**config.mk**
```make
export PLATFORM = sky130hd
export DESIGN_NAME = dhfk_mac
export DESIGN_NICKNAME = d
export VERILOG_FILES = /design/src/dhfk_pkg.sv /design/src/dhfk_mac.sv
export SDC_FILE = /design/constraint.sdc
export NUM_CORES = 2
export LEC_CHECK = 0
export ABC_AREA = 1
export BUFFER_PORTS_ARGS = -buffer_cell sky130_fd_sc_hd__buf_2
export CAP_MARGIN = 20
export CORE_ASPECT_RATIO = 0.6
export CORE_MARGIN = 4
export CORE_UTILIZATION = 61
export DETAILED_ROUTE_END_ITERATION = 8
export PLACE_DENSITY_LB_ADDON = 0.3
export SYNTH_ARGS = -nofsm -noshare
export SYNTH_HDL_FRONTEND = slang
export SYNTH_SLANG_ARGS = --single-unit
```
**constraint.sdc**
```tcl
create_clock -name i_clk -period 7.6 [get_ports i_clk]
set_input_delay 1.14 -clock i_clk [delete_from_list [all_inputs] [get_ports i_clk]]
set_output_delay 1.14 -clock i_clk [all_outputs]
set_load 0.05 [all_outputs]
```
**src/dhfk_pkg.sv**
```systemverilog
package dhfk_pkg;

    localparam int JOINT_COUNT_DEF   = 7;
    localparam int ANGLE_BITS_DEF    = 16;
    localparam int POS_FRAC_BITS_DEF = 16;
    localparam int ANGLE_MAX_BITS    = 24;
    localparam int CORDIC_ITERS      = 24;
    localparam int POINT_COUNT       = 9;
    localparam int ROT_W             = 32;
    localparam int PROD_W            = 34;
    localparam int POS_W             = 40;
    localparam int OUT_W             = 20;
    localparam logic signed [ROT_W-1:0] Q30_ONE = 32'sd1073741824;
    localparam logic signed [33:0] CORDIC_START = 34'sd652032874;

    typedef enum logic [1:0] {
        ALPHA_ZERO,
        ALPHA_POS,
        ALPHA_NEG
    } t_alpha;

    function automatic logic signed [33:0] atan_phase(logic [4:0] i);
        logic signed [33:0] v;
        unique case (i)
            5'd0:    v = 34'sd536870912;
            5'd1:    v = 34'sd316933406;
            5'd2:    v = 34'sd167458907;
            5'd3:    v = 34'sd85004756;
            5'd4:    v = 34'sd42667331;
            5'd5:    v = 34'sd21354465;
            5'd6:    v = 34'sd10679838;
            5'd7:    v = 34'sd5340245;
            5'd8:    v = 34'sd2670163;
            5'd9:    v = 34'sd1335087;
            5'd10:   v = 34'sd667544;
            5'd11:   v = 34'sd333772;
            5'd12:   v = 34'sd166886;
            5'd13:   v = 34'sd83443;
            5'd14:   v = 34'sd41722;
            5'd15:   v = 34'sd20861;
            5'd16:   v = 34'sd10430;
            5'd17:   v = 34'sd5215;
            5'd18:   v = 34'sd2608;
            5'd19:   v = 34'sd1304;
            5'd20:   v = 34'sd652;
            5'd21:   v = 34'sd326;
            5'd22:   v = 34'sd163;
            5'd23:   v = 34'sd81;
            default: v = 34'sd0;
        endcase
        return v;
    endfunction

    function automatic t_alpha link_alpha(logic [2:0] k);
        t_alpha a;
        unique case (k)
            3'd1, 3'd4:       a = ALPHA_NEG;
            3'd2, 3'd3, 3'd5,
            3'd6:             a = ALPHA_POS;
            default:          a = ALPHA_ZERO;
        endcase
        return a;
    endfunction

    function automatic longint um_to_fixed(longint um, int frac);
        longint m;
        longint r;
        m = (um < 0) ? -um : um;
        r = (m * (64'sd1 <<< frac) + 64'sd500000) / 64'sd1000000;
        return (um < 0) ? -r : r;
    endfunction

endpackage

```
**src/dhfk_mac.sv**
```systemverilog
module dhfk_mac
    import dhfk_pkg::*;
(
    input  logic                     i_clk,
    input  logic signed [ROT_W-1:0]  i_a,
    input  logic signed [ROT_W-1:0]  i_b,
    output logic signed [PROD_W-1:0] o_p
);

    logic signed [63:0] prod;
    logic signed [63:0] rnd;
    logic signed [PROD_W-1:0] r_p;

    assign prod = 64'(i_a) * 64'(i_b);
    assign rnd  = prod + 64'sd536870912;

    always_ff @(posedge i_clk) begin
        r_p <= rnd[63:30];
    end

    assign o_p = r_p;

endmodule

```
==> results <==
- Data arrives at the worst endpoint at 7830 ps.
- The final critical path time including I/O delays and setup is 7645 ps.
- With fillers left out, the area of the finished cells amounts to 45,730 sq um.
- The endpoint kind of the worst setup timing path is a register.
- The multiplexer area fraction after synthesis is 0%.
- The worst pin sits at a relative slew slack of 51.00%.
- The cell with the largest stage delay on the worst path is sky130_fd_sc_hd__fa_2.
- The startpoint class of the critical path is an input port.
- The area after detailed placement is 43,640 sq um.
- The first global-routing pass estimated 205.5 mm of wire.
- In this run the worst hold path is classified as register to primary output.
- For this run, the top clock speed supported by timing is 130.8 MHz.
- The run finished, with violations left.
- Counting flops and latches in the post-synthesis netlist gives 34.
- The maximum count of clock buffers along a single path is 2.
- The number of ports placed on the die boundary is 99.
- Dividing the detail-routed wire length by the instance count gives 21.92 um.
- The endpoint of the worst hold-timing path is o_p[8].
- The number of buffers inserted by port buffering is 98.
- The final worst-path cycle share is 100.6%.
- The final-report max-slew violation count is 0.
- The library cells used most frequently in the layout, excluding fill and tap cells, are sky130_fd_sc_hd__inv_1, sky130_fd_sc_hd__nand2_1, sky130_fd_sc_hd__fa_1.
- The row count is 71.
- For this block, the via count after detailed routing is 33,170.
- By area, the combinational part of the netlist is dominated by adder cells.
- The final reports fail on negative setup slack.
- The launch point of the worst path is i_a[31].
- The area growth from synthesis to layout is 17.90%.
- The filler cell count is 4,759.
- After Yosys synthesis, full adders, half adders and majority gates account for between 60% and 70% of the synthesized area.
- Of the total synthesized cell area, the portion taken by AND, OR, NAND and NOR gates is 16.49%.
- The clock-pin transition on the worst setup and hold timing paths is 60 ps.
- In the final layout, the share of cells above drive strength 1 is around 16%.
- The critical path is of the input port to register type.
- The pre-antenna-repair detailed-routing pass consisted of 5 iterations.
- The vertical die dimension is 203.3 um.
- Wires add up to about 140 mm.
- The sum of negative setup slack is -54.80 ps.
- The worst-case setup margin in the final layout is -45.39 ps.
- The core region is between 60,000 and 70,000 sq um.
- Summed over all layers, the global routing overflow is 0.
- The number of setup violations in the final report is 2.
- The number of global-route vias before repair is 34,300.
- After synthesis, the mean cell area works out to 7.803 sq um.
- The post-route DRC violation count is 0.
- Summed over all nets, wire length on met2 after detailed routing comes to 48.78 mm.
- The initial cell density of the core is 61.75%.
- The floorplan step set the die width to 333.5 um.
- The flip-flop count of the largest register, all copies and words added is 34.
- The number of antenna violations at the first check in global routing is 6.
- The number of buffers created by CTS is 5.
- The clock tree root buffer cell is sky130_fd_sc_hd__clkbuf_16.
- The deepest level of the CTS H-tree is 2.
- For the worst setup path, the data required time is a little under 8000 ps.
- The antenna violation net count after detailed routing is 0.
- The length of routed wiring on met1 is about 55 mm.
- The number of nets produced by synthesis is 6,295.
- The count of antenna diodes in the layout is 0.
- The die covers 67,810 sq um.
- The routability congestion estimate from global placement is 1.069.
- The total track usage is 40.57%.
- Once detailed placement completed, the half-perimeter wirelength came to about 120 mm.
- The initial detailed-routing violation count is 4,162.
- The xor/xnor cell area share of the yosys netlist is less than 1%.
- At the pin with the least slew margin, the transition time is roughly 730 ps.
- The start point of the worst hold path is o_p[8]$_DFF_P_.
- The biggest cell delay along the critical path is 710 ps.
- The area of the mapped netlist is 38,780 sq um.
- The highest metal layer carrying signal wires in the routed design is met5.
- Hold repair after CTS inserted 0 buffers.
- After detailed routing, the number of vias per cell comes to 5.346.
- The sequential element share of the synthesized area is 1.755%.
- Of all nets on the critical path, the largest fanout is 6.
- The library cell used most frequently in the layout, excluding fill and tap cells, is sky130_fd_sc_hd__inv_1.
- The number of max-cap violations is 0.
- Setup repair after global routing could not meet its margin everywhere.
- The gate count of the mapped netlist is 4,970.
- The number of clock sinks seen by CTS is 34.
- The number of library cell types mapped by synthesis is 31.
- During synthesis, Yosys emitted a total of 0 warnings.
- Along the worst hold path, the cell count comes to 1.
- The CTS tree is done.
- The complex-gate fraction of the synthesized area is 1.942%.
- The hold violation count in the final report is 0.
- The library cell appearing most often on the critical path is sky130_fd_sc_hd__fa_1.
- At the end of the flow, the number of nets in the layout was 6,690.
- The pin count of the biggest net entering global routing is 33.
- The total length of routed met3 wires is 28.50 mm.
-- worst max-delay path: cells and delay by family --
family / cells / cell delay (ps)
fa+ha+maj: 9 / 4580
buf+inv: 12 / 1160
compound gates: 3 / 450
simple gates: 6 / 470
-- layout make-up --
cell class	instances	area (sq um)	area share, %
tap	839	1050	2.296
inverter	1669	6274	13.72
sequential	34	680.7	1.489
timing repair buffer	580	5202	11.38
clock buffer	6	138.9	0.3037
multi-input combinational	3075	32350	70.75
clock inverter	1	30.03	0.06567
-- metrics by stage --
stage	setup WS, ps	hold WS, ps	util [%]	std cells
final	-45.39	1911	72.80	6204
after detailed placement	-669.1	1608	69.48	6161
after CTS	-0.7079	1914	70.02	6170
after floorplan	6.732	1580	-	4970
after global placement	-608.8	1609	69.48	6161
after global routing	-221.2	1932	72.80	6204
-- worst max path at each step --
stage	slack (ps)	end	depth (start not counted)
6_report	-50	o_p[30]$_DFF_P_	30
5_1_grt	-220	o_p[30]$_DFF_P_	30
4_1_cts	-0.7	o_p[17]$_DFF_P_	26
3_5_place_dp	-670	o_p[17]$_DFF_P_	30
3_3_place_gp	-610	o_p[17]$_DFF_P_	30
2_1_floorplan	7	o_p[25]$_DFF_P_	29
-- kinds of logic (layout without fill, tap and decap cells) --
kind of cell,after synthesis,in the layout
AND/OR/NAND/NOR,1662,1662
buffers and inverters,1861,2256
AO/OA/AOI/OAI,144,144
adder cells (fa/ha/maj),1260,1260
XOR/XNOR,9,9
flip-flops,34,34
-- repair_timing --
item,4_1_cts,5_1_grt
endpoints found under the setup margin,34,34
hold endpoints to repair,0,0
pin swaps,3,77
setup buffers,1,27
cloned,1,7
resized for setup,36,381
-- synth_stat cells --
master	instances	area [sq um]
sky130_fd_sc_hd__fa_1	1082	21660
sky130_fd_sc_hd__o21ai_1	3	15.01
sky130_fd_sc_hd__or2_1	1	6.260
sky130_fd_sc_hd__nand3_1	53	265.3
sky130_fd_sc_hd__nor4_2	1	12.51
sky130_fd_sc_hd__clkbuf_1	191	716.9
sky130_fd_sc_hd__nand2_1	1423	5341
sky130_fd_sc_hd__or2_2	6	37.54
sky130_fd_sc_hd__inv_1	1664	6246
sky130_fd_sc_hd__a21boi_0	1	7.510
sky130_fd_sc_hd__o21a_1	1	7.510
sky130_fd_sc_hd__nor4_1	3	18.77
sky130_fd_sc_hd__nand2b_1	1	6.260
sky130_fd_sc_hd__buf_1	1	3.750
sky130_fd_sc_hd__nor2_1	151	566.8
sky130_fd_sc_hd__xnor2_1	5	43.79
sky130_fd_sc_hd__ha_1	178	2227
sky130_fd_sc_hd__nand3b_1	2	15.01
sky130_fd_sc_hd__and3_1	2	12.51
sky130_fd_sc_hd__a21oi_1	86	430.4
sky130_fd_sc_hd__a21o_1	1	7.510
sky130_fd_sc_hd__nand4_1	5	31.28
sky130_fd_sc_hd__nand2_2	1	6.260
sky130_fd_sc_hd__dfxtp_1	34	680.7
sky130_fd_sc_hd__o21bai_1	10	75.07
sky130_fd_sc_hd__o21ai_0	42	210.2
sky130_fd_sc_hd__nor2_2	1	6.260
sky130_fd_sc_hd__nor3_1	10	50.05
sky130_fd_sc_hd__inv_2	5	18.77
sky130_fd_sc_hd__nor3_2	2	20.02
sky130_fd_sc_hd__xor2_1	4	35.03
-- metal layers --
layer	global-route usage, %	vias up
li1	-	14300
met1	61.76	16060
met2	50.68	2541
met3	22.68	250
met4	6.925	8
met5	0	-
Power is not shown: default switching activity piles up to over one toggle a cycle in this logic, so the estimate is an artifact.
