### src/dhfk_pkg.sv
package dhfk_pkg;

    localparam int JOINT_COUNT_DEF   = 7;
    localparam int ANGLE_BITS_DEF    = 16;
    localparam int POS_FRAC_BITS_DEF = 16;
    localparam int ANGLE_MAX_BITS    = 24;
    localparam int CORDIC_ITERS      = 24;
    localparam int POINT_COUNT       = 9;
    localparam int ROT_W             = 32;
    localparam int PROD_W            = 34;
    localparam int POS_W             = 40;
    localparam int OUT_W             = 20;
    localparam logic signed [ROT_W-1:0] Q30_ONE = 32'sd1073741824;
    localparam logic signed [33:0] CORDIC_START = 34'sd652032874;

    typedef enum logic [1:0] {
        ALPHA_ZERO,
        ALPHA_POS,
        ALPHA_NEG
    } t_alpha;

    function automatic logic signed [33:0] atan_phase(logic [4:0] i);
        logic signed [33:0] v;
        unique case (i)
            5'd0:    v = 34'sd536870912;
            5'd1:    v = 34'sd316933406;
            5'd2:    v = 34'sd167458907;
            5'd3:    v = 34'sd85004756;
            5'd4:    v = 34'sd42667331;
            5'd5:    v = 34'sd21354465;
            5'd6:    v = 34'sd10679838;
            5'd7:    v = 34'sd5340245;
            5'd8:    v = 34'sd2670163;
            5'd9:    v = 34'sd1335087;
            5'd10:   v = 34'sd667544;
            5'd11:   v = 34'sd333772;
            5'd12:   v = 34'sd166886;
            5'd13:   v = 34'sd83443;
            5'd14:   v = 34'sd41722;
            5'd15:   v = 34'sd20861;
            5'd16:   v = 34'sd10430;
            5'd17:   v = 34'sd5215;
            5'd18:   v = 34'sd2608;
            5'd19:   v = 34'sd1304;
            5'd20:   v = 34'sd652;
            5'd21:   v = 34'sd326;
            5'd22:   v = 34'sd163;
            5'd23:   v = 34'sd81;
            default: v = 34'sd0;
        endcase
        return v;
    endfunction

    function automatic t_alpha link_alpha(logic [2:0] k);
        t_alpha a;
        unique case (k)
            3'd1, 3'd4:       a = ALPHA_NEG;
            3'd2, 3'd3, 3'd5,
            3'd6:             a = ALPHA_POS;
            default:          a = ALPHA_ZERO;
        endcase
        return a;
    endfunction

    function automatic longint um_to_fixed(longint um, int frac);
        longint m;
        longint r;
        m = (um < 0) ? -um : um;
        r = (m * (64'sd1 <<< frac) + 64'sd500000) / 64'sd1000000;
        return (um < 0) ? -r : r;
    endfunction

endpackage

### src/dhfk_cordic.sv
module dhfk_cordic
    import dhfk_pkg::*;
#(
    parameter int ANGLE_BITS = ANGLE_BITS_DEF
)
(
    input  logic                    i_clk,
    input  logic                    i_rst_n,
    input  logic                    i_start,
    input  logic [ANGLE_BITS-1:0]   i_angle,
    output logic                    o_done,
    output logic signed [ROT_W-1:0] o_cos,
    output logic signed [ROT_W-1:0] o_sin
);

    logic [31:0]        ph;
    logic               flip;
    logic signed [33:0] dx;
    logic signed [33:0] dy;
    logic signed [33:0] r_x;
    logic signed [33:0] r_y;
    logic signed [33:0] r_z;
    logic               r_flip;
    logic [4:0]         r_iter;
    logic               r_busy;
    logic               r_done;

    assign ph   = {i_angle, {(32 - ANGLE_BITS){1'b0}}};
    assign flip = ph[31] ^ ph[30];
    assign dx   = r_y >>> r_iter;
    assign dy   = r_x >>> r_iter;

    always_ff @(posedge i_clk) begin
        if (!i_rst_n) begin
            r_busy <= 1'b0;
            r_done <= 1'b0;
            r_iter <= '0;
        end else begin
            r_done <= r_busy && !i_start && (r_iter == 5'(CORDIC_ITERS - 1));
            if (i_start) begin
                r_busy <= 1'b1;
                r_iter <= '0;
                r_flip <= flip;
                r_x    <= CORDIC_START;
                r_y    <= '0;
                r_z    <= 34'($signed({ph[31] ^ flip, ph[30:0]}));
            end else if (r_busy) begin
                if (r_z >= 0) begin
                    r_x <= r_x - dx;
                    r_y <= r_y + dy;
                    r_z <= r_z - atan_phase(r_iter);
                end else begin
                    r_x <= r_x + dx;
                    r_y <= r_y - dy;
                    r_z <= r_z + atan_phase(r_iter);
                end
                if (r_iter == 5'(CORDIC_ITERS - 1)) begin
                    r_busy <= 1'b0;
                end else begin
                    r_iter <= r_iter + 5'd1;
                end
            end
        end
    end

    assign o_done = r_done;
    assign o_cos  = r_flip ? -r_x[ROT_W-1:0] : r_x[ROT_W-1:0];
    assign o_sin  = r_flip ? -r_y[ROT_W-1:0] : r_y[ROT_W-1:0];

endmodule

### config.mk
export PLATFORM = sky130hd
export DESIGN_NAME = dhfk_cordic
export DESIGN_NICKNAME = d
export VERILOG_FILES = /design/src/dhfk_pkg.sv /design/src/dhfk_cordic.sv
export SDC_FILE = /design/constraint.sdc
export NUM_CORES = 1
export LEC_CHECK = 0
export ABC_AREA = 1
export BUFFER_PORTS_ARGS = -buffer_cell sky130_fd_sc_hd__buf_4
export CELL_PAD_IN_SITES_DETAIL_PLACEMENT = 0
export CELL_PAD_IN_SITES_GLOBAL_PLACEMENT = 2
export CORE_MARGIN = 1
export CORE_UTILIZATION = 38
export CTS_CLUSTER_DIAMETER = 120
export DETAILED_ROUTE_END_ITERATION = 16
export GPL_ROUTABILITY_DRIVEN = 0
export GPL_TIMING_DRIVEN = 1
export PLACE_DENSITY_LB_ADDON = 0.25
export SYNTH_ARGS = -nofsm -noshare
export SYNTH_HDL_FRONTEND = slang
export SYNTH_SLANG_ARGS = --single-unit
### constraint.sdc
create_clock -name i_clk -period 23.5 [get_ports i_clk]
set_clock_uncertainty 0.1 [all_clocks]
set_input_delay 3.525 -clock i_clk [delete_from_list [all_inputs] [get_ports i_clk]]
set_output_delay 3.525 -clock i_clk [all_outputs]
set_load 0.02 [all_outputs]
==> results of run 1 <==
layer usage:
metal / vias up / global-route usage
li1: 10300 / -
met1: 9442 / 0.359
met2: 574 / 0.469
met3: 113 / 0.0410
met4: 0 / 0.107
met5: - / 0
stage by stage:
stage / hold slack, ns / std cells
floorplan: 0.382 / 3024
global placement: 0.465 / 3629
detailed placement: 0.466 / 3629
CTS: 0.466 / 3661
global route: 0.470 / 3661
finish: 0.468 / 3661
worst max path at each step:
stage            start         to  slack (ns)  cells after the start
2_1_floorplan  i_start     r_x[0]       13.72                      4
3_3_place_gp    r_x[1]  o_cos[30]       16.76                     15
3_5_place_dp    r_x[1]  o_cos[30]       16.81                     15
4_1_cts         r_x[1]  o_cos[30]       16.24                     15
5_1_grt         r_x[1]  o_cos[30]       15.86                     15
6_report        r_x[1]  o_cos[30]       16.23                     15
final cells by class:
type                    count  area, um2  share of cell area
well taps                 615        769              0.0379
flip-flops and latches    140       3840               0.189
clock buffers              20        489              0.0241
clock inverters            12        139             0.00685
multi-input cells        2472      13200               0.649
inverters                 300       1130              0.0555
repair buffers            102        766              0.0378
where the power goes:
group	switching [mW]	internal (mW)	total, mW
combinational	0.740	0.381	1.12
sequential	0.0594	0.322	0.382
clock	0.139	0.166	0.305
cells by family after synthesis:
group	synth area share
AOI/OAI and AO/OA	0.163
xor gates and xnor gates	0.0687
adders and majority gates	0.0785
buffers and inverters	0.0884
DFF	0.206
and+or+nand+nor	0.396
critical path, delay by kind of cell (launching register included):
kind | cells | cell delay [ns]
adder cells (fa/ha/maj) | 1 | 0.17
flip-flops | 1 | 0.47
buffers and inverters | 2 | 0.30
AO/OA/AOI/OAI | 2 | 0.26
XOR/XNOR | 1 | 0.16
AND/OR/NAND/NOR | 9 | 1.77
cells in the final DEF, fill, tap and decap left out, types with 4 or more instances in the layout:
master	instances
o21ai_2	4
o21ai_1	23
o2111ai_1	4
xnor2_1	55
o211ai_1	10
nand4_1	33
nor3_1	33
a31oi_1	29
nand2_1	766
inv_1	283
inv_8	5
nand3_1	446
ha_1	112
a21boi_0	9
dfxtp_2	4
nor4_1	16
o21a_1	29
a21oi_1	205
nand2_2	31
inv_2	14
nor2_4	4
buf_4	102
nor2_2	13
o21bai_1	8
o221ai_1	9
nand3_2	10
xor2_1	91
edfxtp_1	103
nor2_1	281
nand3b_1	4
o21ai_0	167
dfxtp_1	33
or2_2	22
a21o_1	9
o31ai_1	11
a221oi_1	6
clkbuf_16	19
==> summary by stage, run 1 <==
Floorplanning
The horizontal extent of the die is about 220 um. The height of the die is approximately 220 um. The starting density of the core is 0.388. The floorplan has 80 rows. The full die area is around 50000 um2. In this run the count of I/O pins placed on the die edge is 84. The core outline area is 48000 um2.

Worst setup path
Counting stages on the worst path, the most repeated cell is nand2_1. The worst register-to-register path ends at r_x[24]. For the worst flop-to-flop path, the logic depth is 24. Traced cell by cell, the critical path runs through inv_1, ha_1, nand3_1, nor3_1, nand2_1, nor3_1, nand3_1, nor2_1, nand2_1, nand2_1, o21ai_0, nor2_1, o21ai_0, xor2_1, buf_4. The cell with the largest stage delay on the worst path is edfxtp_1.

The largest single stage delay on the critical path is 0.47 ns. Across all register-to-register paths, the minimum setup slack is 17.28 ns. The startpoint identified for the worst register-to-register timing path is r_iter[0]. Of all nets on the critical path, the largest fanout is 5. STA classifies the critical path endpoint as an output port. Data on the critical path arrives at its endpoint at 3.64 ns.

The kind of launch point of the worst setup path is a flip-flop. For the worst setup path, the data required time is 19.88 ns. The worst setup path is of the flip-flop to output port kind.

Worst hold path
The hold path startpoint is r_busy. For hold timing, the worst endpoint is o_done. Along the worst hold path, the cell count comes to 1. The worst hold-check path type is flip-flop to flip-flop.

Final layout
After routing the design area is 20300 um2. The share of cells above drive strength 1 is 0.0808. The number of diodes is 0. The final core area utilization is 0.422. The area growth from synthesis to layout is 8.91%. Counting the fill cells in the layout gives 5337.

The net total in the final layout is 3167.

CTS
The buffer depth of the longest clock path is 2. Post-CTS repair changed the size of 0 cells. The number of H-tree branching levels is 4. The root buffer cell chosen for the clock tree is clkbuf_16.

The number of buffers created by CTS is 17. The number of setup buffers added after CTS is 0. The cts-stage hold buffer count is 0. After clock tree synthesis, the clock-pin slew on the worst setup and hold paths is 0.07 ns.

The clock sink count is 140. The clock latency reported for the late side of the worst-skew pair is 0.52 ns. TritonCTS built the clock tree.

STA
Setup violations remaining at the end of the flow were counted as 0. The post-layout worst setup margin is 16.23 ns. Adding up every negative setup slack in the final design gives 0 ns. The transition time at the pin with the least slew margin is 1.05 ns. The final count of hold timing violations is 0. The routed design could run at a clock period as short as a little over 7 ns. The maximum achievable frequency is 138 MHz.

Setup repair after global routing left no endpoint under its margin. The number of slew-limit violations in the final report came to 0. Dividing the final minimum period by the clock period gives 0.309. The relative max-transition margin is 0.303.

Pwr
The final total power is 1.81 mW. The static power due to leakage is 9.46 nW. The power density normalized to cell area is 89.1 nW/um2. Across the VDD grid, the largest voltage drop is 0.0462 mV.

Global route
Summed over all layers, the global routing overflow is 0. The number of antenna violations at the first check in global routing was 0. The via count of the first global-routing pass came to 19300. The global-route usage over all layers is 0.279. The pin count of the biggest net entering global routing is 73.

The first-pass GRT wire length is 108000 um.

Placement
The post-place instance area is 19700 um2. The post-place setup slack is 16.81 ns. The number of buffers inserted by port buffering is 83.

Detailed placement ended at an HPWL of between 50000 and 60000 um.

Drt
The count of nets left with antenna violations once routing finished came out at 0. The post-detailed-route via-to-cell ratio is 5.57. The first-pass iteration count of the detailed router is 6. The routed length per placed instance is 18.9 um. In this run, the number of DRC markers left after iteration 0 of detailed routing was 1673. The detailed router used layers up to and including met4. The final routed wirelength across all metal layers is 69300 um. Summed over all nets, wire length on met2 after detailed routing comes to 32900 um. The detailed-routed wire length on met3 is 3530 um. For this run, design rule violations remaining after detail routing come to 0. Across all layers, the routed design uses 20400 vias.

The wire length on met1 is 30700 um.

Yosys
In the post-synthesis netlist, the cell with the most instances is nand2_1. In the synthesized netlist, the cells that appear most often are 766 x nand2_1, 446 x nand3_1, 284 x inv_1, 281 x nor2_1, 206 x a21oi_1. The share of the Yosys chip area taken by registers is 0.206.

After synthesis, the cell types taking the most area are edfxtp_1 17%, nand2_1 15%, nand3_1 12%. In this run the mean area of a mapped cell was 6.16 um2. After synthesis the cells add up to 18600 um2.

The register bit count reported by yosys is 140. In this run, synthesis inferred 103 flip-flops with an integrated enable. The warning count from the yosys run is 0. Synthesis produced a netlist with a net count of 3158. Of the post-synthesis cell area, the dominant cell type holds 0.166.

edfxtp_1 takes more of the synthesized area than any other cell. The most used flip-flop cell after synthesis is edfxtp_1. After synthesis, the share of flip-flops with an asynchronous set or reset is 0.

Yosys mapped the design onto 59 distinct sky130hd cell types. The gate count of the mapped netlist is 3024.

Status
The flow ran to the end, and the final reports show no timing, DRC or antenna violations.

Run
Max-cap violations in this run came to 0.
Power figures use the tool's default switching activity.
==> run 2, diff against run 1 <==
CORE_UTILIZATION = 32   (was 38)
clock period = 5.85 ns   (was 23.5 ns; I/O delays follow)
==> run 2 against run 1 <==
Register-to-register slack got worse by 17 ns. Sequential power rose to 4.1 times the previous value. Sequential cell count did not move. Largest power group unchanged.
==> summary by stage, run 2 (synthesized netlist as in run 1, its figures left out) <==
CTS
After clock tree synthesis, the clock-pin slew on the worst setup and hold paths is 0.08 ns. The clock latency reported for the late side of the worst-skew pair is around 0.51 ns. TritonCTS built the clock tree. After clock tree synthesis, the setup repair step added 0 buffers. CTS built an H-tree with a depth of 4. The buffer depth of the longest clock path is 2.

The number of hold buffers added after CTS was 0. The root buffer cell chosen for the clock tree is clkbuf_16. The clock drives 140 sinks.

The number of buffers created by CTS is 17. The post-CTS resize count is 0.

Pwr
Summed over all cells, the static leakage comes to 9.52 nW. The power density normalized to cell area is 354 nW/um2. IR analysis of the VDD net gives a maximum drop of 0.242 mV.

Drt
The detailed router's first-iteration violation count is 1621. Before antenna repair, the detailed router went through 5 iterations. The post-detailed-route via-to-cell ratio is roughly 5.4. The final routed wirelength across all metal layers is 73400 um. The number of vias in the routed layout is 20500.

The count of nets left with antenna violations once routing finished came out at 0. The routed length per placed instance is 19.2 um. For this run, design rule violations remaining after detail routing come to 0.

Placement
Port buffering added 83 buffers. The number of instances in the placed design is 3790. Summed over all nets, the half-perimeter wirelength after detailed placement is 57400 um.

Status
The run finished with clean final reports.

Worst setup path
The worst setup path is launched from a flip-flop. The cell that appears most often on the critical path is nand2_1. For the worst setup path, the data required time is 6.01 ns. The worst setup path is captured at a flip-flop.

The setup check on the worst reg-to-reg path leaves a slack of 0.53 ns. The largest single stage delay on the critical path is 0.60 ns. The kind of cell with the highest combined delay on the critical path is simple AND/OR/NAND/NOR gates. The data arrival time of the critical path is 5.48 ns. The critical setup path kind is flip-flop to flip-flop. In this run the worst path has a maximum fanout of between 70 and 80. The slowest stage of the critical path is the buf_4 cell. The startpoint identified for the worst register-to-register timing path is r_iter[0]. Together, buffers and inverters on the worst path number 4. The terminus of the critical flop-to-flop path is r_y[24]. The depth of the worst register-to-register path is 26.

STA
Setup repair after global routing left no endpoint under its margin. The summed negative setup slack over all endpoints is 0 ns. The final count of hold timing violations is 0. The minimum clock period is 5.32 ns. The relative max-transition margin is 0.299. The number of slew-limit violations in the final report is 0. Of the available clock period, the critical path in the final layout requires 0.910. Setup violations remaining at the end of the flow were counted as 0.

The maximum achievable frequency is 188 MHz. The transition time at the pin with the least slew margin is 1.05 ns.

Floorplanning
The starting density of the core is 0.323. The horizontal extent of the die is 243 um. The floorplan has 88 rows.

The core outline area is 57600 um2. The die covers 59200 um2. The number of top-level design ports is 84.

The height of the die is 243 um.

Final layout
The net count of the finished layout is around 3200. Counting the fill cells in the layout gives 6373. The final core area utilization is 0.357. The area added between synthesis and finish is 10.5%. Leaving out fill and tap cells, the most frequent cell in the layout is nand2_1. In the layout the commonest cells are 766 x nand2_1, 446 x nand3_1, 283 x inv_1.

The share of cells above drive strength 1 is 0.0841. The number of antenna diodes in the final layout is 0. The finished layout holds 3822 standard cells, fillers aside.

Worst hold path
The worst hold-check path type is flip-flop to flip-flop. The number of cells traversed by the worst hold path is 1. The path with the worst hold slack has its endpoint at o_done. The hold path startpoint is r_busy.

Global route
The number of antenna violations at the first check in global routing is 0. The first global-routing pass estimated 114000 um of wire. The pin count of the biggest net entering global routing is 72. Across every metal layer, demand over resource in global routing totals 0.248. The via count of the first global-routing pass is a little under 20000. The overflow left after global routing is 0.

Run
The number of max-capacitance violations reported is 0.
==> run 2: cell types whose count changed in the layout (fill, tap and decap cells not counted), moves of 2 or more <==
cell       before  now
buf_4         102  109
clkinv_8        0    5
buf_6           0    2
clkinv_4        3    1
buf_12          0    2
clkbuf_16      19   17
inv_2          14   12
==> run 2: area by class of cell <==
type	count	area, um2	share of cell area
Multi-Input combinational cell	2472	13200	0.639
Sequential cell	140	3840	0.187
Inverter	300	1130	0.0549
Tap cell	765	957	0.0465
Timing Repair Buffer	113	881	0.0428
Clock buffer	17	425	0.0207
Clock inverter	15	186	0.00906
==> run 2: worst max path at each step <==
stage,from,endpoint,slack [ns],depth (start not counted)
global route,r_iter[0],r_y[24],0.02,25
detailed placement,r_iter[0],r_y[24],0.24,25
CTS,r_iter[0],r_y[24],0.20,25
global placement,r_iter[0],r_y[24],0.22,26
floorplan,i_start,r_x[0],1.01,4
finish,r_iter[0],r_y[24],0.53,26
==> run 2: power breakdown <==
group          leakage (nW)  internal [mW]  switching, mW
registers              1.29           1.29          0.289
clock network         0.298          0.581          0.605
logic                  7.93           1.54           2.97
total                  9.52           3.42           3.86
==> run 2: stage by stage <==
step	area, um2	hold slack (ns)	power (mW)	setup WS, ns
6_report	20600	0.508	7.28	0.526
5_1_grt	20600	0.518	7.94	0.0211
4_1_cts	20600	0.491	7.31	0.200
3_5_place_dp	19900	0.476	6.09	0.239
3_3_place_gp	19900	0.479	6.09	0.222
2_1_floorplan	18600	0.382	4.68	1.01
==> run 2: layer usage <==
| layer | routed length, um | global-route usage | part of all wire |
|---|---|---|---|
| met1 | 33100 | 0.319 | 0.45 |
| met2 | 34900 | 0.419 | 0.47 |
| met3 | 3210 | 0.0367 | 0.044 |
| met4 | 2250 | 0.0845 | 0.031 |
| met5 | 0 | 0 | 0 |
